$ cat src/rtl/core/adcsaw_pkg.sv
package adcsaw_pkg;

    // Default geometry and coefficient format
    localparam int COLUMNS_DEF    = 12;
    localparam int NODES_DEF      = 4;
    localparam int FRAC_BITS_DEF  = 16;
    localparam int QUEUE_DEPTH    = 4;
    localparam int SEL_COUNT      = 6;
    localparam int STAGES         = 10;

    // Item kinds
    localparam logic OP_WRITE   = 1'b0;
    localparam logic OP_CONVERT = 1'b1;

    // Coefficient selects, one bank each
    localparam logic [2:0] SEL_GAIN      = 3'd0;
    localparam logic [2:0] SEL_OFFSET    = 3'd1;
    localparam logic [2:0] SEL_SAW       = 3'd2;
    localparam logic [2:0] SEL_STEP      = 3'd3;
    localparam logic [2:0] SEL_DARK_LOW  = 3'd4;
    localparam logic [2:0] SEL_DARK_HIGH = 3'd5;

    // Status codes
    localparam logic [3:0] ST_OK     = 4'd0;
    localparam logic [3:0] ST_OVER1  = 4'd1;
    localparam logic [3:0] ST_OVER2  = 4'd2;
    localparam logic [3:0] ST_OVER3  = 4'd3;
    localparam logic [3:0] ST_OVER4  = 4'd4;
    localparam logic [3:0] ST_UNDER1 = 4'd5;
    localparam logic [3:0] ST_UNDER2 = 4'd6;
    localparam logic [3:0] ST_UNDER3 = 4'd7;
    localparam logic [3:0] ST_UNDER4 = 4'd8;

    // Register index (address bit 2)
    localparam logic REG_BYPASS   = 1'b0;
    localparam logic REG_PEDESTAL = 1'b1;
    localparam logic [11:0] PEDESTAL_RESET = 12'd100;

    // x/25 as (x*RECIP_25)>>RECIP_SHIFT, exact for x < 2^16
    localparam logic [17:0] RECIP_25    = 18'd167773;
    localparam int          RECIP_SHIFT = 22;

    // One queued item after classification
    typedef struct packed {
        logic        kind;
        logic [2:0]  sel;
        logic [31:0] coef;
        logic [7:0]  hb;
        logic [7:0]  lb;
        logic        low_gain;
    } item_t;

    // Configuration seen by the back end
    typedef struct packed {
        logic        bypass_dark;
        logic [11:0] dark_pedestal;
    } cfg_t;

endpackage

$ cat src/rtl/core/adcsaw_queue.sv
module adcsaw_queue
    import adcsaw_pkg::*;
#(
    parameter int WIDTH = 8,
    parameter int DEPTH = QUEUE_DEPTH
) (
    input  logic             aclk,
    input  logic             aresetn,
    input  logic             push,
    input  logic [WIDTH-1:0] din,
    input  logic             pop,
    output logic [WIDTH-1:0] dout,
    output logic             full,
    output logic             empty
);
    localparam int PW = (DEPTH > 1) ? $clog2(DEPTH) : 1;
    localparam int CW = $clog2(DEPTH + 1);

    logic [WIDTH-1:0] buf_reg [DEPTH];
    logic [PW-1:0]    wr_ptr_reg, wr_ptr_next, rd_ptr_reg, rd_ptr_next;
    logic [CW-1:0]    count_reg, count_next;

    assign full  = (count_reg == CW'(DEPTH));
    assign empty = (count_reg == '0);
    assign dout  = buf_reg[rd_ptr_reg];

    // Pointer and fill bookkeeping
    always_comb begin
        wr_ptr_next = wr_ptr_reg;
        rd_ptr_next = rd_ptr_reg;
        count_next  = count_reg;
        if (push) begin
            wr_ptr_next = (wr_ptr_reg == PW'(DEPTH - 1)) ? '0 : wr_ptr_reg + 1'b1;
        end
        if (pop) begin
            rd_ptr_next = (rd_ptr_reg == PW'(DEPTH - 1)) ? '0 : rd_ptr_reg + 1'b1;
        end
        if (push && !pop) begin
            count_next = count_reg + 1'b1;
        end else if (pop && !push) begin
            count_next = count_reg - 1'b1;
        end
    end

    always_ff @(posedge aclk) begin
        if (!aresetn) begin
            wr_ptr_reg <= '0;
            rd_ptr_reg <= '0;
            count_reg  <= '0;
        end else begin
            wr_ptr_reg <= wr_ptr_next;
            rd_ptr_reg <= rd_ptr_next;
            count_reg  <= count_next;
        end
    end

    always_ff @(posedge aclk) begin
        if (push) begin
            buf_reg[wr_ptr_reg] <= din;
        end
    end

endmodule

$ cat config.mk
export PLATFORM = sky130hd
export DESIGN_NAME = adcsaw_queue
export DESIGN_NICKNAME = d
export VERILOG_FILES = /design/src/rtl/core/adcsaw_pkg.sv /design/src/rtl/core/adcsaw_queue.sv
export SDC_FILE = /design/constraint.sdc
export NUM_CORES = 1
export LEC_CHECK = 0
export BUFFER_PORTS_ARGS = -buffer_cell sky130_fd_sc_hd__buf_2
export CAP_MARGIN = 20
export CORE_ASPECT_RATIO = 0.5
export CORE_MARGIN = 8
export CORE_UTILIZATION = 55
export CTS_CLUSTER_SIZE = 14
export DETAILED_ROUTE_END_ITERATION = 8
export PLACE_DENSITY = 0.76
export SLEW_MARGIN = 20
export SYNTH_ARGS = -nofsm -noshare
export SYNTH_HDL_FRONTEND = slang
export SYNTH_SLANG_ARGS = --single-unit
$ cat constraint.sdc
create_clock -name aclk -period 2.3 [get_ports aclk]
set_clock_uncertainty 0.2 [all_clocks]
set_input_delay 0.23 -clock aclk [delete_from_list [all_inputs] [get_ports aclk]]
set_output_delay 0.23 -clock aclk [all_outputs]
set_load 0.02 [all_outputs]
==> key figures <==
Run status
  – Outcome: finished clean

Synthesis
  – Post-synthesis mux area share: 13.6%
  – Main combinational cell family by area after synthesis: multiplexers
  – Seq/Total Area, Yosys: 70.6%
  – Synth Area in Compound Gates: 1.24%
  – Post-synth net total: approximately 110
  – Post-Syn Instances: 86
  – Asr flop ratio synth: 0%
  – Syn Area/Cell: 18.8 um2
  – Most common flop cell mapped by yosys: edfxtp_1
  – Cell area after synthesis: 1620 um2
  – Post-synth EDFFs: 32
  – Fraction of the mapped netlist area in adder cells: 5.89%
  – Top-area cell type share of the netlist area: about three fifths
  – Yosys Warn Count: 0
  – XOR/XNOR Fraction of Synth Area: 1.08%
  – Top cells by area, synth: edfxtp_1 (59%), dfxtp_1 (11%), mux4_2 (11%), ha_1 (4.6%), mux2i_1 (2.5%)
  – Commonest cells in the netlist: edfxtp_1 (32), dfxtp_1 (9), mux4_2 (8)
  – Dominant cell type by area after synthesis: edfxtp_1
  – Simple-gate share of the synthesized area: under 10%
  – Most common cell in the synthesized netlist: edfxtp_1
  – Yosys reg bits: 41
  – Count of cell types in the netlist: 20

Die
  – Core area: 2910 um2
  – Initial Utilization: 55.6%
  – Die Width: 92.6 um
  – I/O pin count: 22
  – Row count: 14
  – Die Height: roughly 54 um
  – Full die area: 5030 um2

Pwr
  – Clk pwr share: 30.0%
  – Power Density: ~800 nW/um2
  – Net switching power: approximately 360 uW
  – Max VDD drop: around 0.45 mV
  – Lkg Pwr: slightly above 0.0007 uW
  – Comb pwr share: 13.3%
  – P_int: roughly 1200 uW
  – Seq pwr share: 56.7%
  – Total power: 1540 uW
  – Net Sw Frac: 23.4%

Clocking
  – CTS Buffer Depth: 2
  – CTS tree: built
  – Worst skew pair latency: 280 ps
  – H-Tree Depth: 2
  – Clock-pin slew on the worst setup and hold paths: 70 ps
  – CTS Root Cell: clkbuf_8
  – Clk sinks: 41
  – Post-CTS Resized: 0
  – CTS Buf Count: 5

Worst setup path
  – CP max FO: 5
  – Crit start category: flop
  – Slowest stage delay, CP: 500 ps
  – Critical-path top delay cell: mux4_2
  – Critical Path, Cell by Cell: buf_4, mux4_2, buf_2
  – Worst Setup Path Type: flop to primary output
  – Critical Path AT: roughly 1700 ps
  – Data required, critical path: between 1500 and 2000 ps
  – Reg2Reg Setup Slack: approximately 600 ps
  – Crit. End Element: primary output

Cells and area
  – Multi-input gate area: between 400 and 500 um2
  – Nets: 140
  – Synthesis-to-layout area growth: 19.7%
  – N_diodes: 0
  – Max reg flops: 32
  – Design Area, Final: approximately 1900 um2
  – Fillers: 217
  – Layout cell share with drive strength beyond 1: 30.3%
  – FF/Latch Area: 1140 um2

Routing
  – Final wirelength: ~2600 um
  – Routed wire per std cell: between 15 and 20 um
  – First drt pass iteration count: 3
  – Vias: approximately 800
  – Detail Route Antenna Nets: 0
  – DR vias/cell: 4.94
  – Starting DRT DRC Count: 64
  – DRC errors left: 0

Timing
  – Final slew viol count: 0
  – Slew @ Worst Pin: around 460 ps
  – Total negative slack: 0 ps
  – Tmin final: 2080 ps
  – Final hold violations: 0
  – Final cycle utilization of the critical path: 90.4%
  – Finish-stage setup viols: 0
  – Worst slew margin: 69.4%
  – F_max: roughly 0.48 GHz
  – RSZ-0062 raised after global routing: false

GRT
  – Grt total ovfl: 0
  – Total track usage: ~11%
  – Vias in the first global route: 851
  – Largest net degree at the start of global routing: 13
  – First-pass GRT wire length: ~4200 um
  – Initial antenna violation count: 0

Place
  – PortBufs: 21
  – GP Congestion: 0.726
  – Placed Instance Area: 1760 um2
  – HPWL Detailed: between 1500 and 2000 um

Hold path
  – Hold WC Path Type: primary input to flop

Flow run
  – Max_cap viols: 0
-- power by group through the flow --
stage / Clock [uW] / Sequential, uW / Combinational, uW
after floorplan: 0 / 876 / 140
after global placement: 0 / 886 / 192
after detailed placement: 0 / 889 / 195
after CTS: 473 / 872 / 208
after global routing: 512 / 876 / 226
final: 462 / 871 / 205
-- worst paths after layout --
| path | from | to | cells past startpoint |
|---|---|---|---|
| worst max-delay path | flop | dout[5] | 3 |
| worst min-delay path | aresetn | count_reg[0] | 2 |
| worst max register to register | count_reg[0] | count_reg[2] | 4 |
| worst min register to register | count_reg[2] | count_reg[2] | 2 |
-- layout by cell type (no fill, tap or decap), types with 2 or more instances in the layout --
master / instances
edfxtp_1: 32
buf_2: 21
dfxtp_1: 9
mux4_2: 8
dlygate4sd3_1: 8
ha_1: 6
clkbuf_8: 6
and2_1: 5
nor2b_1: 5
inv_1: 4
mux2i_1: 4
nor3_1: 2
-- stage by stage --
stage	hold WS (ps)	std cells	setup WS (ps)	utilization, %
4_1_cts	29.1	162	174	66.5
5_1_grt	39.3	162	101	66.5
2_1_floorplan	129	86	607	-
6_report	33.5	162	220	66.5
3_3_place_gp	245	146	449	60.6
3_5_place_dp	253	146	388	60.6
-- kinds of logic after synthesis --
kind of cell / after synthesis
xor gates and xnor gates: 2
buffers and inverters: 6
DFF: 41
and+or+nand+nor: 15
muxes: 12
AOI/OAI and AO/OA: 3
adders and majority gates: 7
-- what timing repair did --
action | in CTS | in global routing
hold buffers | 8 | 0
buffers inserted | 0 | 0
hold endpoints to repair | 32 | 0
-- final cells by class --
type,count,area share (%)
inverters,4,0.777
multi-input cells,39,22.9
clock buffers,6,4.27
flip-flops and latches,41,59.0
repair buffers,30,9.97
well taps,40,2.59
clock inverters,2,0.453
-- per-layer routing --
layer | vias to the layer above | wire [um] | track usage (%) | part of all wire (%)
met2 | 14 | 1250 | 18.8 | 49
met1 | 390 | 1150 | 12.5 | 45
met4 | 0 | 11 | 4.75 | 0.43
met5 | - | 0 | 0 | 0
li1 | 395 | - | - | -
met3 | 2 | 148 | 6.16 | 5.8
-- critical path: cells and delay by family (launching register included) --
kind,cells,cell delay [ps]
multiplexers,1,500
flip-flops,1,470
buffers and inverters,2,390
(Power assumes the default switching activity.)
