**config.mk**
```make
export PLATFORM = sky130hd
export DESIGN_NAME = adcsaw_front
export DESIGN_NICKNAME = d
export VERILOG_FILES = /design/src/rtl/core/adcsaw_pkg.sv /design/src/rtl/core/adcsaw_front.sv
export SDC_FILE = /design/constraint.sdc
export NUM_CORES = 1
export LEC_CHECK = 0
export BUFFER_PORTS_ARGS = -buffer_cell sky130_fd_sc_hd__buf_2
export CORE_MARGIN = 1.5
export CORE_UTILIZATION = 25
export DETAILED_ROUTE_END_ITERATION = 10
export GPL_TIMING_DRIVEN = 0
export PLACE_DENSITY = 0.85
export SYNTH_ARGS = -nofsm -noshare
export SYNTH_HDL_FRONTEND = slang
export SYNTH_SLANG_ARGS = --single-unit
```
**constraint.sdc**
```tcl
create_clock -name vclk -period 2.1
set_clock_uncertainty 0.15 [all_clocks]
set_input_delay 0.315 -clock vclk [all_inputs]
set_output_delay 0.315 -clock vclk [all_outputs]
set_load 0.005 [all_outputs]
```
**src/rtl/core/adcsaw_pkg.sv**
```systemverilog
package adcsaw_pkg;

    // Default geometry and coefficient format
    localparam int COLUMNS_DEF    = 12;
    localparam int NODES_DEF      = 4;
    localparam int FRAC_BITS_DEF  = 16;
    localparam int QUEUE_DEPTH    = 4;
    localparam int SEL_COUNT      = 6;
    localparam int STAGES         = 10;

    // Item kinds
    localparam logic OP_WRITE   = 1'b0;
    localparam logic OP_CONVERT = 1'b1;

    // Coefficient selects, one bank each
    localparam logic [2:0] SEL_GAIN      = 3'd0;
    localparam logic [2:0] SEL_OFFSET    = 3'd1;
    localparam logic [2:0] SEL_SAW       = 3'd2;
    localparam logic [2:0] SEL_STEP      = 3'd3;
    localparam logic [2:0] SEL_DARK_LOW  = 3'd4;
    localparam logic [2:0] SEL_DARK_HIGH = 3'd5;

    // Status codes
    localparam logic [3:0] ST_OK     = 4'd0;
    localparam logic [3:0] ST_OVER1  = 4'd1;
    localparam logic [3:0] ST_OVER2  = 4'd2;
    localparam logic [3:0] ST_OVER3  = 4'd3;
    localparam logic [3:0] ST_OVER4  = 4'd4;
    localparam logic [3:0] ST_UNDER1 = 4'd5;
    localparam logic [3:0] ST_UNDER2 = 4'd6;
    localparam logic [3:0] ST_UNDER3 = 4'd7;
    localparam logic [3:0] ST_UNDER4 = 4'd8;

    // Register index (address bit 2)
    localparam logic REG_BYPASS   = 1'b0;
    localparam logic REG_PEDESTAL = 1'b1;
    localparam logic [11:0] PEDESTAL_RESET = 12'd100;

    // x/25 as (x*RECIP_25)>>RECIP_SHIFT, exact for x < 2^16
    localparam logic [17:0] RECIP_25    = 18'd167773;
    localparam int          RECIP_SHIFT = 22;

    // One queued item after classification
    typedef struct packed {
        logic        kind;
        logic [2:0]  sel;
        logic [31:0] coef;
        logic [7:0]  hb;
        logic [7:0]  lb;
        logic        low_gain;
    } item_t;

    // Configuration seen by the back end
    typedef struct packed {
        logic        bypass_dark;
        logic [11:0] dark_pedestal;
    } cfg_t;

endpackage

```
**src/rtl/core/adcsaw_front.sv**
```systemverilog
module adcsaw_front
    import adcsaw_pkg::*;
#(
    parameter int NODES   = NODES_DEF,
    parameter int COLUMNS = COLUMNS_DEF,
    parameter int ROW_W   = 6
) (
    input  logic             s_tvalid,
    output logic             s_tready,
    // node, column, full_frame, coef_select, coef_value, high_byte, low_byte, low_gain
    input  logic [63:0]      s_tdata,
    // opcode
    input  logic             s_tuser,
    input  logic             q_full,
    input  logic             clearing,
    output logic             push,
    output logic [ROW_W-1:0] push_row,
    output item_t            push_item
);
    logic [1:0] node, node_sat;
    logic [4:0] column;
    logic [5:0] slot, slot_sat;

    assign s_tready = !q_full && !clearing;
    assign push     = s_tvalid && s_tready;

    // Row address: saturate node and slot into the store
    always_comb begin
        node     = s_tdata[1:0];
        column   = s_tdata[6:2];
        slot     = s_tdata[7] ? {1'b0, column} : {2'b0, column[4:1]};
        node_sat = (int'(node) >= NODES) ? 2'(NODES - 1) : node;
        slot_sat = (int'(slot) >= COLUMNS) ? 6'(COLUMNS - 1) : slot;
        push_row = ROW_W'(int'(node_sat) * COLUMNS + int'(slot_sat));
    end

    // Classify and unpack
    always_comb begin
        push_item.kind     = (s_tuser == OP_CONVERT) ? OP_CONVERT : OP_WRITE;
        push_item.sel      = s_tdata[10:8];
        push_item.coef     = s_tdata[42:11];
        push_item.hb       = s_tdata[50:43];
        push_item.lb       = s_tdata[58:51];
        push_item.low_gain = s_tdata[59];
    end

endmodule

```
==> results.md, run 1 <==
- Status: finished, violations left
- Violated checks: negative setup slack
- Simple-gate area share of the yosys netlist: 9.74%
- Die ar.: 2770 µm²
- I/O pin cnt: 129
- Final setup margin: -0.000223 ns
- Max FO, Critical Path: 6
- Setup crit end kind: primary output
- Slowest cell on the critical path: fa_2
- Final antenna-violating net count: 0
- Crit start category: primary input
- Static Leak: 0.668 nW
- Pins Over Slew Limit: 0
- Vias in the first global route: 520
- Synthesized Nets: 156
- GPL Wtd Cong: 0.772
- Core region area: 2280 µm²
- Crit path DAT: 1.64 ns
- Yosys top cell by area: buf_4
- Port buffer count: 72
- Flip-flop and latch count: 0
- Die Y: 52.7 µm
- Critical Path Max Stage Delay: 0.51 ns
- Largest family of logic cells by synthesized area: buffers and inverters
- Worst VDD drop: ~0.09 mV
- Initial drt markers: 1
- Final min period: between 2 and 2.5 ns
- Yosys warns: 0
- Commonest non-fill, non-tap cell in the layout: buf_2
- Remaining DRCs: 0
- GRT Total Usage: around 8.5%
- First-pass GRT wire length: 1.94 mm
- Post-detail-place hpwl: 1.49 mm
- Crit path cell chain: buf_12 > nand3b_1 > a21oi_2 > ha_2 > inv_2 > fa_2 > inv_1 > buf_2
- Placement Setup Slack: -0.0245 ns
- NumNets Final: 235
- Post-synthesis mux area share: 0%
- Post-synthesis compound-gate area fraction: about a tenth
- Final Hold Vio Count: 0
- Pwr dens: 196 nW/µm²
- Die Wd: 52.7 µm
- Final Util: 47.5%
- Kind of critical path: in -> out
- Final setup violation count: 1
- Area after DPL: 1010 µm²
- Post-Syn Area: 617 µm²
- Total negative slack: -0.000223 ns
- Sequential share of the synthesized area: 0%
- Starting Density: 27.1%
- Initial antenna violation count: 0
- Fraction of layout instances using a drive strength above 1: 85.0%
- Synth Area in Adders: 11.4%
- Final std cells w/o fill: roughly 190
- Highest Clock Rate: 476 MHz
- Worst-Margin Slew: approximately 0.28 ns
- Vias: 736
- Gr ovfl total: 0
- Gate count of the mapped netlist: 83
- Power Total: 0.211 mW
- Yosys cell types: 17
- Post-Syn Area per Cell: 7.43 µm²
- Pre-antenna DRT Iters: 2
- Synth top area cells: buf_4, ha_1, inv_1
- Unrepaired setup endpoints after global routing: yes
- Routed WL per cell: 8.73 µm
- Placed Instances: 183
- Worst hold-check path type: in -> out
- Hold slack: 0.645 ns
- Maxcap violations: 0
- Vias per cell: about 3.9
- Relative slew slack: 81.1%
- Sequential cell area: 0 µm²
- Synth top area share: 64.5%
- Most frequent cells in the layout: buf_2, buf_4, inv_1
- Largest net degree at the start of global routing: 8
- Antenna diodes: 0
- Synth Area in XOR/XNOR: under 10%
- Final worst path period share: 100%
- P&R area growth vs syn: 75.3%
- Post-route cell area: 1080 µm²
- Req. time, crit path: roughly 1.6 ns
- Total Wirelength: 1.64 mm
- Row count: 17
- Clock buffers: 0
-- logic make-up (layout without fill, tap and decap cells) --
family / count (synthesis) / after routing
buffers and inverters: 59 / 136
AOI/OAI and AO/OA: 9 / 9
and+or+nand+nor: 9 / 9
adders and majority gates: 5 / 5
xor gates and xnor gates: 1 / 1
-- critical path, delay by kind of cell --
family                     cells  cell delay [ns]
AOI/OAI and AO/OA              1             0.16
adders and majority gates      2             0.71
and+or+nand+nor                1             0.17
buffers and inverters          4             0.28
-- synthesized netlist by cell type (all sizes together) (2+ instances only) --
| master | count |
|---|---|
| buf | 53 |
| inv | 6 |
| a21oi | 4 |
| ha | 4 |
| a211oi | 2 |
| nand2b | 2 |
| nor3 | 2 |
-- area by class of cell --
cell class / count / area, µm²
multi-input combinational: 24 / 213
timing repair buffer: 77 / 413
fill: 244 / 1190
buffer: 53 / 398
tap: 28 / 35.0
inverter: 6 / 22.5
-- metal layers --
metal,wire [µm],part of all wire [%],track usage [%]
met2,948,58,20.0
met5,0,0,0
met1,426,26,7.93
met4,0,0,0
met3,266,16,0.571
-- power by group --
part,switching (mW),internal (mW)
Combinational,0.0709,0.141
Clock,0,0
Sequential,0,0
-- path summary, 6_finish.rpt --
path / startpoint / end / slack (ns) / cells past startpoint
worst max-delay path: s_tdata[5] / push_row[3] / -0.0002 / 8
worst min-delay path: s_tdata[25] / push_item[31] / 0.64 / 2
-- timing repair --
item,CTS,global route
setup buffers,1,4
endpoints found under the hold margin,0,0
gates resized for setup,2,8
endpoints found under the setup margin,2,2
pin swaps,1,2
hold buffers,0,0
Power figures use the tool's default switching activity.
==> run 2: changes to the inputs <==
--- a/config.mk
+++ b/config.mk
@@ -6,11 +6,13 @@
 export NUM_CORES = 1
 export LEC_CHECK = 0
 export BUFFER_PORTS_ARGS = -buffer_cell sky130_fd_sc_hd__buf_2
+export CELL_PAD_IN_SITES_DETAIL_PLACEMENT = 0
+export CELL_PAD_IN_SITES_GLOBAL_PLACEMENT = 1
 export CORE_MARGIN = 1.5
-export CORE_UTILIZATION = 25
+export CORE_UTILIZATION = 13
 export DETAILED_ROUTE_END_ITERATION = 10
 export GPL_TIMING_DRIVEN = 0
-export PLACE_DENSITY = 0.85
+export PLACE_DENSITY = 0.83
 export SYNTH_ARGS = -nofsm -noshare
 export SYNTH_HDL_FRONTEND = slang
 export SYNTH_SLANG_ARGS = --single-unit
==> run 2 against run 1 <==
  * The flow now finishes without violations
  * Global-route usage shrank 3.0 points
  * Sequential share of layout area unchanged
  * Flip-flop and latch count stayed put
  * Clock-buffer cell count stayed put
  * Hold slack about the same
  * Final cell count up 12%
  * Worst setup slack improved by 0.031 ns
  * Wire length increased by 5.5%
  * Largest power group unchanged
==> results.md, run 2 (synthesis gave the netlist of run 1 again) <==
- Most frequent cells in the layout: buf_2, buf_4, inv_1
- Hold slack: roughly 0.64 ns
- Flip-flop and latch count: 0
- Static Leak: 0.668 nW
- Final setup violation count: 0
- GRT Total Usage: 5.52%
- First-pass GRT wire length: 2.40 mm
- Worst VDD drop: around 0.036 mV
- Max FO, Critical Path: 3
- DR WL met2: 958 µm
- Kind of critical path: in -> out
- Remaining DRCs: 0
- Req. time, crit path: 1.63 ns
- Unrepaired setup endpoints after global routing: yes
- Die ar.: 5170 µm²
- Final setup margin: 0.0312 ns
- Initial drt markers: 16
- Antenna diodes: 0
- Die Wd: about 70 µm
- NumNets Final: about 230
- Fraction of layout instances using a drive strength above 1: 86.1%
- Pre-antenna DRT Iters: 4
- Relative slew slack: between 80 and 90%
- Clock buffers: 0
- Starting Density: 13.8%
- Vias: approximately 760
- Worst-Margin Slew: 0.291 ns
- Vias in the first global route: 638
- Final std cells w/o fill: 210
- Setup crit end kind: primary output
- Die Y: about 72 µm
- Post-detail-place hpwl: 1.59 mm
- Vias per cell: 3.60
- Maxcap violations: 0
- Final Hold Vio Count: 0
- Pwr dens: 199 nW/µm²
- Largest net degree at the start of global routing: 8
- Final antenna-violating net count: 0
- Fillers: 496
- Row count: 24
- Met3 WL: 299 µm
- Port buffer count: 72
- P&R area growth vs syn: 80.9%
- Crit path from: s_tdata[5]
- Final worst path period share: 98.5%
- Gr ovfl total: 0
- Crit path DAT: 1.60 ns
- Sequential cell area: 0 µm²
- Critical hold path startpoint: s_tdata[48]
- Placement Setup Slack: -0.0674 ns
- Crit start category: primary input
- Total Wirelength: 1.73 mm
- Crit path capture: push_row[3]
- Highest Clock Rate: just under 500 MHz
- Status: finished, final reports clean
- Pins Over Slew Limit: 0
- Commonest non-fill, non-tap cell in the layout: buf_2
- Final min period: 2.07 ns
- Routed WL per cell: 8.25 µm
- Initial antenna violation count: 0
- Post-cts hold buffer count: 0
- Worst hold-check path type: in -> out
- Top sig layer: met4
- I/O pin cnt: 129
- Placed Instances: 207
- GPL Wtd Cong: 0.613
- Core region area: 4470 µm²
- M1 WL: 471 µm
- Power Total: 0.222 mW
- Area occupied by multi-input gates: ~220 µm²
-- run 2: cell types whose count changed in the layout (fill, tap and decap cells not counted) --
cell / previous run / this run
buf_6: 0 / 2
xnor2_1: 1 / 0
inv_1: 5 / 4
buf_2: 71 / 69
xnor2_2: 0 / 1
buf_4: 58 / 56
inv_2: 1 / 2
-- run 2: stage by stage --
step | cell area (µm²) | util, % | setup TNS, ns
3_3_place_gp | 1040 | 23.3 | -0.107
4_1_cts | 1100 | 24.6 | 0
2_1_floorplan | 617 | - | 0
5_1_grt | 1120 | 24.9 | -0.0178
6_report | 1120 | 24.9 | 0
3_5_place_dp | 1040 | 23.3 | -0.109
-- run 2: worst max-delay path, cell delays in order --
cell	delay [ns]
buf_12	0.10
nand3b_1	0.15
a21oi_2	0.15
ha_2	0.20
inv_2	0.04
fa_2	0.52
inv_2	0.04
buf_6	0.10
-- run 2: area by class of cell --
cell class	count	area share (%)
repair buffers	75	36.8
plain buffers	53	35.7
multi-input cells	24	19.7
well taps	52	5.83
inverters	6	2.02
-- run 2: how the worst min path moves through the flow --
stage / end / slack, ns / cells after the start
after floorplan: s_tready / 0.51 / 1
after global placement: push_item[32] / 0.65 / 2
after detailed placement: push_item[47] / 0.65 / 2
after CTS: push_item[47] / 0.65 / 2
after global routing: push_item[2] / 0.65 / 2
final: push_item[14] / 0.64 / 2
-- run 2: repair_timing --
item	CTS	global route
endpoints found under the setup margin	2	2
resized for setup	11	4
buffers inserted	3	0
pin swaps	4	4
gates cloned	0	0
hold endpoints to repair	0	0
-- run 2: power by group --
group          leakage [nW]  internal [mW]  total [mW]  switching [mW]
Sequential                0              0           0               0
Combinational         0.668          0.147       0.222          0.0748
Clock                     0              0           0               0
Total                 0.668          0.147       0.222          0.0748
-- run 2: metal layers --
layer / global-route usage [%] / vias to the layer above
met3: 0.422 / 2
met2: 13.9 / 77
li1: - / 363
met1: 4.38 / 315
met5: 0 / -
met4: 0 / 0
